==> src/hw/rtl/trct_pkg.sv <==
// Shared types, constants and waveform table for the tristate code transmitter.
package trct_pkg;

  localparam int unsigned CODE_W   = 20;
  localparam int unsigned RPT_W    = 4;
  localparam int unsigned PER_W    = 5;
  localparam int unsigned DATA_W   = 32;
  localparam int unsigned ADDR_W   = 3;

  localparam logic [CODE_W-1:0] CODE_MAX     = {CODE_W{1'b1}};
  localparam logic [RPT_W-1:0]  REPEAT_RESET = RPT_W'(10);
  localparam logic [PER_W-1:0]  DIGIT_LAST   = PER_W'(7);
  localparam logic [PER_W-1:0]  SYNC_LAST    = PER_W'(31);

  // register index, taken from paddr[2]
  localparam logic REG_REPEAT = 1'b0;

  typedef enum logic {
    OP_TICK = 1'b0,
    OP_LOAD = 1'b1
  } op_e;

  typedef struct packed {
    op_e              op;
    logic [CODE_W-1:0] code;
  } q_item_t;

  typedef struct packed {
    logic tx_level;
    logic busy;
    logic rejected;
    logic done;
  } res_t;

  // bit p is the line level in period p of a digit; code 3 stays low
  function automatic logic [7:0] digit_wave(logic [1:0] d);
    logic [7:0] w;
    case (d)
      2'd0:    w = 8'h11;
      2'd1:    w = 8'h77;
      2'd2:    w = 8'h71;
      default: w = 8'h00;
    endcase
    return w;
  endfunction

endpackage

==> src/hw/rtl/trct_front.sv <==
// Front end: accepts items, classifies the operation, queues them for the back end.
module trct_front
  import trct_pkg::*;
(
  input  logic              clk_i,
  input  logic              rst_ni,
  input  logic              in_valid_i,
  output logic              in_ready_o,
  input  logic              operation_i,
  input  logic [CODE_W-1:0] code_i,
  output logic              ent_valid_o,
  output q_item_t           ent_o,
  input  logic              ent_pop_i
);

  q_item_t     mem_q [2];
  logic        wr_ptr_q, wr_ptr_d;
  logic        rd_ptr_q, rd_ptr_d;
  logic [1:0]  cnt_q, cnt_d;
  logic        push, pop;
  q_item_t     item;

  always_comb begin
    item.op   = operation_i ? OP_LOAD : OP_TICK;
    item.code = code_i;
  end

  assign in_ready_o  = (cnt_q != 2'd2);
  assign ent_valid_o = (cnt_q != 2'd0);
  assign ent_o       = mem_q[rd_ptr_q];

  assign push = in_valid_i && in_ready_o;
  assign pop  = ent_pop_i && ent_valid_o;

  always_comb begin
    wr_ptr_d = push ? ~wr_ptr_q : wr_ptr_q;
    rd_ptr_d = pop  ? ~rd_ptr_q : rd_ptr_q;
    cnt_d    = cnt_q;
    if (push && !pop) begin
      cnt_d = cnt_q + 2'd1;
    end else if (pop && !push) begin
      cnt_d = cnt_q - 2'd1;
    end
  end

  always_ff @(posedge clk_i or negedge rst_ni) begin
    if (!rst_ni) begin
      wr_ptr_q <= 1'b0;
      rd_ptr_q <= 1'b0;
      cnt_q    <= 2'd0;
    end else begin
      wr_ptr_q <= wr_ptr_d;
      rd_ptr_q <= rd_ptr_d;
      cnt_q    <= cnt_d;
    end
  end

  always_ff @(posedge clk_i) begin
    if (push) begin
      mem_q[wr_ptr_q] <= item;
    end
  end

endmodule

==> src/hw/rtl/trct_back.sv <==
// Back end: code reduction, telegram sequencer and output register.
module trct_back
  import trct_pkg::*;
#(
  parameter int unsigned NUM_DIGITS = 12
) (
  input  logic             clk_i,
  input  logic             rst_ni,
  input  logic [RPT_W-1:0] repeat_count_i,
  input  logic             ent_valid_i,
  input  q_item_t          ent_i,
  output logic             ent_pop_o,
  output logic             out_valid_o,
  input  logic             out_ready_i,
  output res_t             res_o
);

  function automatic longint pow3_f(int n);
    longint p;
    p = 1;
    for (int i = 0; i < n; i++) begin
      p = p * 3;
    end
    return p;
  endfunction

  // number of shifted-modulus subtract steps that can matter for a code
  function automatic int red_steps_f(longint m);
    int s;
    s = 0;
    for (int i = 0; i < 64; i++) begin
      if ((m << s) <= longint'(CODE_MAX)) begin
        s = s + 1;
      end
    end
    return s;
  endfunction

  localparam longint      MOD3      = pow3_f(NUM_DIGITS);
  localparam int unsigned MW        = $clog2(MOD3);
  localparam int unsigned RW        = (MW > CODE_W) ? MW : CODE_W;
  localparam int unsigned RED_STEPS = red_steps_f(MOD3);
  localparam int unsigned CW        = (RED_STEPS > 0) ? $clog2(RED_STEPS + 1) : 1;
  localparam int unsigned IW        = (NUM_DIGITS > 1) ? $clog2(NUM_DIGITS) : 1;
  localparam logic [RW-1:0] MODV    = RW'(MOD3);
  localparam logic [IW-1:0] IDX_LAST = IW'(NUM_DIGITS - 1);

  // weight of digit position i, most significant first
  logic [RW-1:0] pow3_w [NUM_DIGITS];
  for (genvar i = 0; i < NUM_DIGITS; i++) begin : g_pow3
    assign pow3_w[i] = RW'(pow3_f(NUM_DIGITS - 1 - i));
  end

  logic             active_q, active_d;
  logic             in_sync_q, in_sync_d;
  logic [IW-1:0]    idx_q, idx_d;
  logic [PER_W-1:0] per_q, per_d;
  logic [RPT_W-1:0] rep_q, rep_d;
  logic [RW-1:0]    code_q, code_d;
  logic [RW-1:0]    rem_q, rem_d;
  logic [CW-1:0]    red_q, red_d;
  logic             out_valid_q, out_valid_d;
  res_t             res_q, res_d;

  logic          red_busy;
  logic          take;
  logic [RW-1:0] p_cur, p_two, p_sub, red_sub;
  logic [1:0]    dig;
  logic [7:0]    wave;

  assign red_busy  = (red_q != '0);
  assign take      = ent_valid_i && !red_busy && (!out_valid_q || out_ready_i);
  assign ent_pop_o = take;

  // current digit from the running remainder
  always_comb begin
    p_cur = pow3_w[idx_q];
    p_two = p_cur << 1;
    if (rem_q >= p_two) begin
      dig   = 2'd2;
      p_sub = p_two;
    end else if (rem_q >= p_cur) begin
      dig   = 2'd1;
      p_sub = p_cur;
    end else begin
      dig   = 2'd0;
      p_sub = '0;
    end
    wave = digit_wave(dig);
  end

  assign red_sub = MODV << (red_q - CW'(1));

  always_comb begin
    active_d    = active_q;
    in_sync_d   = in_sync_q;
    idx_d       = idx_q;
    per_d       = per_q;
    rep_d       = rep_q;
    code_d      = code_q;
    rem_d       = rem_q;
    red_d       = red_q;
    out_valid_d = out_valid_q;
    res_d       = res_q;

    if (out_valid_q && out_ready_i) begin
      out_valid_d = 1'b0;
    end

    // restoring reduction: code mod 3^NUM_DIGITS, one shifted modulus a step
    if (red_busy) begin
      if (code_q >= red_sub) begin
        code_d = code_q - red_sub;
      end
      rem_d = code_d;
      red_d = red_q - CW'(1);
    end

    if (take) begin
      out_valid_d = 1'b1;
      res_d       = '0;
      if (ent_i.op == OP_LOAD) begin
        res_d.busy = 1'b1;
        if (active_q) begin
          res_d.rejected = 1'b1;
        end else begin
          code_d    = RW'(ent_i.code);
          rem_d     = RW'(ent_i.code);
          red_d     = CW'(RED_STEPS);
          idx_d     = '0;
          per_d     = '0;
          in_sync_d = 1'b0;
          rep_d     = (repeat_count_i == '0) ? RPT_W'(1) : repeat_count_i;
          active_d  = 1'b1;
        end
      end else if (active_q) begin
        res_d.busy = 1'b1;
        if (in_sync_q) begin
          res_d.tx_level = (per_q == '0);
          if (per_q == SYNC_LAST) begin
            per_d     = '0;
            in_sync_d = 1'b0;
            rem_d     = code_q;
            if (rep_q <= RPT_W'(1)) begin
              rep_d      = '0;
              active_d   = 1'b0;
              res_d.done = 1'b1;
            end else begin
              rep_d = rep_q - RPT_W'(1);
            end
          end else begin
            per_d = per_q + PER_W'(1);
          end
        end else begin
          res_d.tx_level = wave[per_q[2:0]];
          if (per_q == DIGIT_LAST) begin
            per_d = '0;
            rem_d = rem_q - p_sub;
            if (idx_q == IDX_LAST) begin
              idx_d     = '0;
              in_sync_d = 1'b1;
            end else begin
              idx_d = idx_q + IW'(1);
            end
          end else begin
            per_d = per_q + PER_W'(1);
          end
        end
      end
    end
  end

  always_ff @(posedge clk_i or negedge rst_ni) begin
    if (!rst_ni) begin
      active_q    <= 1'b0;
      in_sync_q   <= 1'b0;
      idx_q       <= '0;
      per_q       <= '0;
      rep_q       <= '0;
      red_q       <= '0;
      out_valid_q <= 1'b0;
    end else begin
      active_q    <= active_d;
      in_sync_q   <= in_sync_d;
      idx_q       <= idx_d;
      per_q       <= per_d;
      rep_q       <= rep_d;
      red_q       <= red_d;
      out_valid_q <= out_valid_d;
    end
  end

  always_ff @(posedge clk_i) begin
    code_q <= code_d;
    rem_q  <= rem_d;
    res_q  <= res_d;
  end

  assign out_valid_o = out_valid_q;
  assign res_o       = res_q;

endmodule

==> src/hw/rtl/tristate_rf_code_transmitter_top.sv <==
// Top level of the tristate RF code transmitter: config register, front end, back end.
// Results: each result is registered as its item leaves the queue.
// Throughput: one item per cycle while the output is not stalled; after an accepted load
//   the back end takes no item while it reduces the code mod 3^NUM_DIGITS; the
//   two-entry queue fills and then holds the input off until the reduction is done.
// Reset: rst_ni is asynchronous, active low; the block comes up idle, queue and
//   output empty, repeat_count at 10. No clearing pass is needed.
module tristate_rf_code_transmitter_top
  import trct_pkg::*;
#(
  parameter int unsigned NUM_DIGITS = 12
) (
  input  logic              clk_i,
  input  logic              rst_ni,
  // config port
  input  logic              psel,
  input  logic              penable,
  input  logic              pwrite,
  input  logic [ADDR_W-1:0] paddr,
  input  logic [DATA_W-1:0] pwdata,
  output logic [DATA_W-1:0] prdata,
  output logic              pready,
  // item input
  input  logic              in_valid_i,
  output logic              in_ready_o,
  input  logic              operation_i,
  input  logic [CODE_W-1:0] code_i,
  // result output
  output logic              out_valid_o,
  input  logic              out_ready_i,
  output logic              tx_level_o,
  output logic              busy_res_o,
  output logic              rejected_o,
  output logic              done_res_o
);

  logic [RPT_W-1:0] repeat_q;
  logic             cfg_wr;
  logic             ent_valid;
  logic             ent_pop;
  q_item_t          ent;
  res_t             res;

  // Single register at byte address 0; writes to the other word are dropped.
  assign pready = 1'b1;
  assign cfg_wr = psel && penable && pwrite && pready && (paddr[2] == REG_REPEAT);

  always_ff @(posedge clk_i or negedge rst_ni) begin
    if (!rst_ni) begin
      repeat_q <= REPEAT_RESET;
    end else if (cfg_wr) begin
      repeat_q <= pwdata[RPT_W-1:0];
    end
  end

  always_comb begin
    prdata = '0;
    if (paddr[2] == REG_REPEAT) begin
      prdata = DATA_W'(repeat_q);
    end
  end

  // Front end: accept and classify, buffer up to two items.
  trct_front u_front (
    .clk_i       (clk_i),
    .rst_ni      (rst_ni),
    .in_valid_i  (in_valid_i),
    .in_ready_o  (in_ready_o),
    .operation_i (operation_i),
    .code_i      (code_i),
    .ent_valid_o (ent_valid),
    .ent_o       (ent),
    .ent_pop_i   (ent_pop)
  );

  // Back end: digit generation, telegram timing, registered result.
  trct_back #(
    .NUM_DIGITS (NUM_DIGITS)
  ) u_back (
    .clk_i          (clk_i),
    .rst_ni         (rst_ni),
    .repeat_count_i (repeat_q),
    .ent_valid_i    (ent_valid),
    .ent_i          (ent),
    .ent_pop_o      (ent_pop),
    .out_valid_o    (out_valid_o),
    .out_ready_i    (out_ready_i),
    .res_o          (res)
  );

  assign tx_level_o = res.tx_level;
  assign busy_res_o = res.busy;
  assign rejected_o = res.rejected;
  assign done_res_o = res.done;

endmodule

==> config.mk <==
export PLATFORM = sky130hd
export DESIGN_NAME = tristate_rf_code_transmitter_top
export DESIGN_NICKNAME = d
export VERILOG_FILES = /design/src/hw/rtl/trct_pkg.sv /design/src/hw/rtl/trct_front.sv /design/src/hw/rtl/trct_back.sv /design/src/hw/rtl/tristate_rf_code_transmitter_top.sv
export SDC_FILE = /design/constraint.sdc
export NUM_CORES = 1
export LEC_CHECK = 0
export ABC_AREA = 1
export BUFFER_PORTS_ARGS = -buffer_cell sky130_fd_sc_hd__buf_2
export CAP_MARGIN = 10
export CORE_ASPECT_RATIO = 0.9
export CORE_UTILIZATION = 60
export CTS_CLUSTER_SIZE = 30
export DETAILED_ROUTE_END_ITERATION = 16
export HOLD_SLACK_MARGIN = 0.08
export PLACE_DENSITY = 0.85
export SYNTH_ARGS = -nofsm -noshare
export SYNTH_HDL_FRONTEND = slang
export SYNTH_SLANG_ARGS = --single-unit
export TNS_END_PERCENT = 50
==> constraint.sdc <==
create_clock -name clk_i -period 4.3 [get_ports clk_i]
set_clock_uncertainty 0.05 [all_clocks]
set_input_delay 0.86 -clock clk_i [delete_from_list [all_inputs] [get_ports clk_i]]
set_output_delay 0.86 -clock clk_i [all_outputs]
set_load 0.005 [all_outputs]
==> results.cfg, run 1 <==
[finish]
area_growth_pct = 18.3
finalNetCount = 1429
drive_above_1_share = 0.211
n_antenna_cell = 0
layoutNonFillerInstCount = 1490
finalInstanceArea_um2 = 10000

[worst_setup_path]
critical_path.max_fanout = 5
depth_of_the_worst_register_to_register_path = 23
critPathCaptureType = register
cpPeakStageDelay_ns = 0.40
criticalPathCategory = reg -> reg
timing.critical_path.cells = nor2_2 > inv_2 > nor2_4 > inv_2 > ha_1 > nand4_1 > nor3_2 > nand4_1 > nand3_4 > nor2_4 > buf_4 > inv_2 > o211ai_1 > ha_1 > a21oi_2 > o21ai_1 > a21oi_1 > o21ai_1 > buf_4 > o21ai_0 > nand3_1 > nand2_1 > a21oi_2
crit_slowest_cell = sky130_fd_sc_hd__dfrtp_1
worst_ep_arrival_time_ns = 4.42
critical_path.most_common_cell = sky130_fd_sc_hd__inv_2
start_kind = register
cp_data_required_time_ns = 4.50

[drt]
detailed_route_via_count = 8519
routed_wire_length_per_instance_um = 16.3
drt-total-wl_mm = 24.3
routed_via_density = 5.72
detail_route.first_pass.iterations = 6
drtIter0Drc = 904
drtAntennaViolNets = 0
remaining_drc_errors = 0

[power_and_ir_drop]
power.density_nw_per_um2 = 924
static-leakage-power_nw = 4.74
vdd_drop_max_v = 0.000507

[synthesis]
post_synthesis_area_per_instance_um2 = 7.11
postSynthCellCount = 1194
synth_cell_type_count = 61
synth.largest_area_cell = sky130_fd_sc_hd__edfxtp_1
yosysMostFrequentCell = sky130_fd_sc_hd__nand2_1
synth_seq_area_share = 0.331
synth-warning-count = 0
synthDominantCellAreaShare = 0.163
synth_async_sr_flop_share = 0.225
post_synth_instance_area_um2 = 8480
dominantRegCellSynth = sky130_fd_sc_hd__edfxtp_1
synth_top_cells_by_count = sky130_fd_sc_hd__nand2_1 (318), sky130_fd_sc_hd__a21oi_1 (123), sky130_fd_sc_hd__inv_1 (111)
synth_edf_count = 46
ys_seq_elements = 111
post_synth_main_area_contributors = sky130_fd_sc_hd__edfxtp_1 (16%), sky130_fd_sc_hd__nand2_1 (14%), sky130_fd_sc_hd__ha_1 (10%)

[place]
placement.io_buffers = 42
dpl.cell_count = 1462
dpl-instance-area_um2 = 9200
finalWeightedCongestion = 0.932
hpwlAfterDp_mm = 17.3

[global_route]
grt_pass1_vias = 7823
grt_start_max_net_pins = 28
grtUsageTotal = 0.328
initial_antenna_violation_count = 0
grt_remaining_overflow = 0
grt_pass1_wl_mm = 37.4

[die]
boundaryPins = 102
site_rows = 40
die_area_um2 = 14600
die_width_um = 127
starting_density = 0.626
fp.coreArea_um2 = 13600
die_height_um = 115

[status]
outcome = completed

[clock_tree]
clock_tree.buffer_depth = 2
cts_hold_repair.buffers = 0
cts_tree = done
root_buffer = sky130_fd_sc_hd__clkbuf_16
cts_max_level = 3
clk_pin_slew_ns = 0.08
clkLatencyLatePin_ns = 0.36
numCtsBuffers = 9
clkSinkCount = 111

[timing]
final_min_period_over_clock_period = 0.980
achievable-frequency_mhz = 237
worstMarginPinSlew_ns = 1.03
timing_max_transition_violations_final = 0
timing.slew.headroom = 0.315
setup_violations = 0
rsz_0062_raised_after_global_routing = yes
post-route-min-period_ns = 4.21
finalHoldViolations = 0

[flow_run]
max_cap_viol_count = 0

[hold_path]
worst_hold_path_type = reg -> reg
worst_hold_path.num_cells = 1
==> power by group <==
group	switching, mW	internal, mW
registers	0.418	1.51
clock network	0.396	0.436
logic	3.82	2.70
==> worst paths after layout <==
path                                                     end  slack (ns)                    startpoint
worst max-delay path                u_back.rem_q[10]$_DFF_P_        0.09   u_back.idx_q[2]$_DFFE_PN0P_
worst min-delay path            u_front.cnt_q[0]$_DFFE_PN0P_        0.43  u_front.cnt_q[0]$_DFFE_PN0P_
worst max register to register      u_back.rem_q[10]$_DFF_P_        0.09   u_back.idx_q[2]$_DFFE_PN0P_
worst min register to register  u_front.cnt_q[0]$_DFFE_PN0P_        0.43  u_front.cnt_q[0]$_DFFE_PN0P_
max in group asynchronous        u_back.rep_q[2]$_DFFE_PN0P_        3.37                        rst_ni
min in group asynchronous        u_back.rep_q[3]$_DFFE_PN0P_        0.44                        rst_ni
==> routing by layer <==
metal / up-vias / GRT usage / wire, um / share of wire
met5: - / 0 / 0 / 0
met4: 0 / 0.121 / 585 / 0.024
met3: 56 / 0.0628 / 2400 / 0.099
met2: 450 / 0.537 / 11300 / 0.46
met1: 3852 / 0.434 / 10000 / 0.41
li1: 4161 / - / - / -
==> registers in the layout (all words and copies together) (netlist names), 2 cells and up <==
signal and count:
u_back.res_o 4, repeat_q 4, u_back.idx_q 4, u_back.code_q 20, u_front.mem_q 42, u_back.rem_q 20, u_front.cnt_q 2, u_back.per_q 5
u_back.rep_q 4
==> area by class of cell <==
| cell class | count | area, um2 |
|---|---|---|
| sequential | 111 | 2810 |
| clock buffer | 11 | 255 |
| fill | 1018 | 3520 |
| inverter | 119 | 447 |
| timing repair buffer | 127 | 871 |
| clock inverter | 5 | 36.3 |
| multi-input combinational | 928 | 5380 |
| tap | 189 | 236 |
==> critical path, delay by kind of cell (launching register included) <==
kind | cells | cell delay (ns)
buf+inv | 5 | 0.57
compound gates | 7 | 0.96
fa+ha+maj | 2 | 0.64
simple gates | 9 | 1.47
flops | 1 | 0.40
==> cells by family (layout without fill, tap and decap cells) <==
| kind of cell | count (synthesis) | after routing | synth area share |
|---|---|---|---|
| adder cells (fa/ha/maj) | 70 | 70 | 0.105 |
| XOR/XNOR | 12 | 12 | 0.0124 |
| buffers and inverters | 182 | 262 | 0.0975 |
| AO/OA/AOI/OAI | 265 | 265 | 0.175 |
| other | 2 | 29 | 0.000885 |
| flip-flops | 111 | 111 | 0.331 |
| multiplexers | 4 | 4 | 0.00487 |
| AND/OR/NAND/NOR | 548 | 548 | 0.273 |
==> cells in the final DEF (no fill, tap or decap), drive strengths merged, types with 4 or more instances in the layout <==
cell type  netlist  layout
edfxtp          46      46
or2              6       6
nand3b           8       8
a21boi           4       4
a21oi          127     127
nand2          324     324
o211ai           6       6
ha              68      68
inv            118     121
conb             2      29
buf             44     127
clkbuf          19      11
nor3            20      20
nor2           111     111
nand3           56      56
a22oi           10      10
dfrtp           23      23
nand4           19      19
o21ai           87      87
o22ai           12      12
dfxtp           40      40
xnor2            4       4
xor2             8       8
==> stage by stage <==
stage | setup TNS, ns | worst slack [ns] | util | total power [mW] | hold WS (ns)
5_1_grt | -0.959 | -0.123 | 0.740 | 9.99 | 0.466
6_report | 0 | 0.0863 | 0.740 | 9.27 | 0.429
4_1_cts | 0 | 0.0199 | 0.702 | 8.15 | 0.433
3_3_place_gp | 0 | 0.0158 | 0.679 | 7.09 | 0.410
2_1_floorplan | 0 | 0.350 | - | 5.44 | 0.396
3_5_place_dp | -0.758 | -0.158 | 0.679 | 7.26 | 0.420
==> what timing repair did <==
item | in CTS | in global routing
resized for setup | 9 | 124
pin swaps | 0 | 34
endpoints found under the setup margin | 12 | 17
setup buffers | 0 | 12
Power figures use the tool's default switching activity.
==> run 2: changes to the inputs <==
CORE_UTILIZATION = 45   (was 60)
PLACE_DENSITY = 0.67   (was 0.85)
clock period = 4.7 ns   (was 4.3 ns; I/O delays follow)
==> run 2 against run 1 <==
- core utilization fell by 23 points
- combinational power fell by 26%
- highest routed layer unchanged
- total power is 21% lower
- via count decreased by 6.0%
==> results.cfg, run 2 (synthesized netlist as in run 1, its figures left out) <==
[status]
outcome = completed

[drt]
detail_route.first_pass.iterations = 6
detailed_route_via_count = 8006
routed_wire_length_per_instance_um = 15.2
drtIter0Drc = 598
drtAntennaViolNets = 0
routed_via_density = 5.32
drt-total-wl_mm = 22.8
remaining_drc_errors = 0

[die]
die_width_um = 147
starting_density = 0.461
die_height_um = 132
die_area_um2 = 19400
fp.coreArea_um2 = 18400
site_rows = 47
boundaryPins = 102

[global_route]
grt_start_max_net_pins = 29
grt_remaining_overflow = 0
grt_pass1_wl_mm = 37.0
initial_antenna_violation_count = 0
grt_pass1_vias = 7218
grtUsageTotal = 0.241

[clock_tree]
cts_tree = done
numCtsBuffers = 9
root_buffer = sky130_fd_sc_hd__clkbuf_16
clk_pin_slew_ns = 0.08
clkSinkCount = 111
cts_max_level = 3
clkLatencyLatePin_ns = 0.36
clock_tree.buffer_depth = 2

[timing]
timing_max_transition_violations_final = 0
final_min_period_over_clock_period = 0.936
finalHoldViolations = 0
worstMarginPinSlew_ns = 1.06
rsz_0062_raised_after_global_routing = yes
timing.slew.headroom = 0.294
achievable-frequency_mhz = 227
finalHoldWorstSlack_ns = 0.425
post-route-min-period_ns = 4.40
setup_violations = 0

[place]
hpwlAfterDp_mm = 17.5
finalWeightedCongestion = 0.933
placement.io_buffers = 42
dpl-instance-area_um2 = 9050

[power_and_ir_drop]
vdd_drop_max_v = 0.000269
power.density_nw_per_um2 = 779
static-leakage-power_nw = 4.51
p_total_mw = 7.35

[worst_setup_path]
critPathCaptureType = register
start_kind = register
critical_path.max_fanout = 7
criticalPathCategory = reg -> reg
worst_ep_arrival_time_ns = 4.61
cp_data_required_time_ns = 4.91

[finish]
largest_registers = u_front.mem_q: 42 flops, u_back.code_q: 20 flops, u_back.rem_q: 20 flops
drive_above_1_share = 0.124
area_growth_pct = 11.1
finalInstanceArea_um2 = 9420
max_flop_register = u_front.mem_q
mostFrequentLayoutCell = sky130_fd_sc_hd__nand2_1
layout_common_cells = sky130_fd_sc_hd__nand2_1 (318), sky130_fd_sc_hd__a21oi_1 (120), sky130_fd_sc_hd__inv_1 (108)
largest_register_ffs = 42
n_antenna_cell = 0
finalNetCount = 1388

[hold_path]
worst_hold_path_type = reg -> reg

[flow_run]
max_cap_viol_count = 0
[run 2: final cells by class]
| cell class | count | area [um2] |
|---|---|---|
| clock buffer | 9 | 225 |
| timing repair buffer | 86 | 541 |
| multi-input combinational | 928 | 5030 |
| tap | 245 | 307 |
| inverter | 119 | 447 |
| sequential | 111 | 2810 |
| clock inverter | 7 | 68.8 |
| fill | 1868 | 8980 |
[run 2: critical path, stage by stage (launching register included)]
cell and delay, ns:
sky130_fd_sc_hd__dfrtp_1 0.37, sky130_fd_sc_hd__inv_2 0.07, sky130_fd_sc_hd__ha_1 0.29, sky130_fd_sc_hd__nand2_1 0.14, sky130_fd_sc_hd__buf_4 0.20, sky130_fd_sc_hd__ha_1 0.28
sky130_fd_sc_hd__inv_1 0.05, sky130_fd_sc_hd__nor3_1 0.29, sky130_fd_sc_hd__nand2_1 0.09, sky130_fd_sc_hd__nand2_1 0.07, sky130_fd_sc_hd__nand2_1 0.07, sky130_fd_sc_hd__nand3_2 0.12
sky130_fd_sc_hd__inv_2 0.09, sky130_fd_sc_hd__a21oi_1 0.31, sky130_fd_sc_hd__inv_1 0.08, sky130_fd_sc_hd__ha_1 0.28, sky130_fd_sc_hd__nand3_1 0.12, sky130_fd_sc_hd__nand2_1 0.09
sky130_fd_sc_hd__a21boi_1 0.26, sky130_fd_sc_hd__o21ai_0 0.20, sky130_fd_sc_hd__xnor2_1 0.28, sky130_fd_sc_hd__o22ai_1 0.10, sky130_fd_sc_hd__nand2_1 0.09, sky130_fd_sc_hd__a21oi_1 0.05
sky130_fd_sc_hd__or2_1 0.23
[run 2: timing repair]
item	in CTS	in global routing
resized for setup	0	28
buffers inserted	0	1
setup endpoints to repair	0	16
hold buffers	0	0
[run 2: final timing paths]
| check | start | endpoint | slack [ns] | cells after the start |
|---|---|---|---|---|
| min reg2reg | u_front.cnt_q[0]$_DFFE_PN0P_ | u_front.cnt_q[0]$_DFFE_PN0P_ | 0.43 | 1 |
| max in group asynchronous | rst_ni | u_back.per_q[4]$_DFFE_PN0P_ | 3.69 | 1 |
| max reg2reg | u_back.idx_q[0]$_DFFE_PN0P_ | u_back.rem_q[7]$_DFF_P_ | 0.30 | 24 |
| min | u_front.cnt_q[0]$_DFFE_PN0P_ | u_front.cnt_q[0]$_DFFE_PN0P_ | 0.43 | 1 |
| min in group asynchronous | rst_ni | u_front.cnt_q[1]$_DFFE_PN0P_ | 0.52 | 1 |
| max | u_back.idx_q[0]$_DFFE_PN0P_ | u_back.rem_q[7]$_DFF_P_ | 0.30 | 24 |
[run 2: per-stage QoR]
| step | setup TNS [ns] | util | worst slack (ns) | instances |
|---|---|---|---|---|
| after CTS | 0 | 0.508 | 0.0363 | 1504 |
| after global routing | -0.0681 | 0.512 | -0.0614 | 1505 |
| after global placement | 0 | 0.492 | 0.195 | 1488 |
| after floorplan | 0 | - | 0.750 | 1221 |
| final | 0 | 0.512 | 0.301 | 1505 |
| after detailed placement | 0 | 0.492 | 0.108 | 1488 |
[run 2: per-layer routing]
metal  vias up  part of all wire  wire length, um  track usage
met5         -                 0                0            0
met4         0             0.020              447       0.0793
met3        32             0.065             1480       0.0298
met2       263              0.43             9810        0.368
met1      3637              0.49            11100        0.351
li1       4074                 -                -            -
[run 2: power by group]
part           internal, mW  switching (mW)
Sequential             1.38           0.366
Clock                 0.414           0.368
Combinational          1.82            3.00
Total                  3.61            3.73
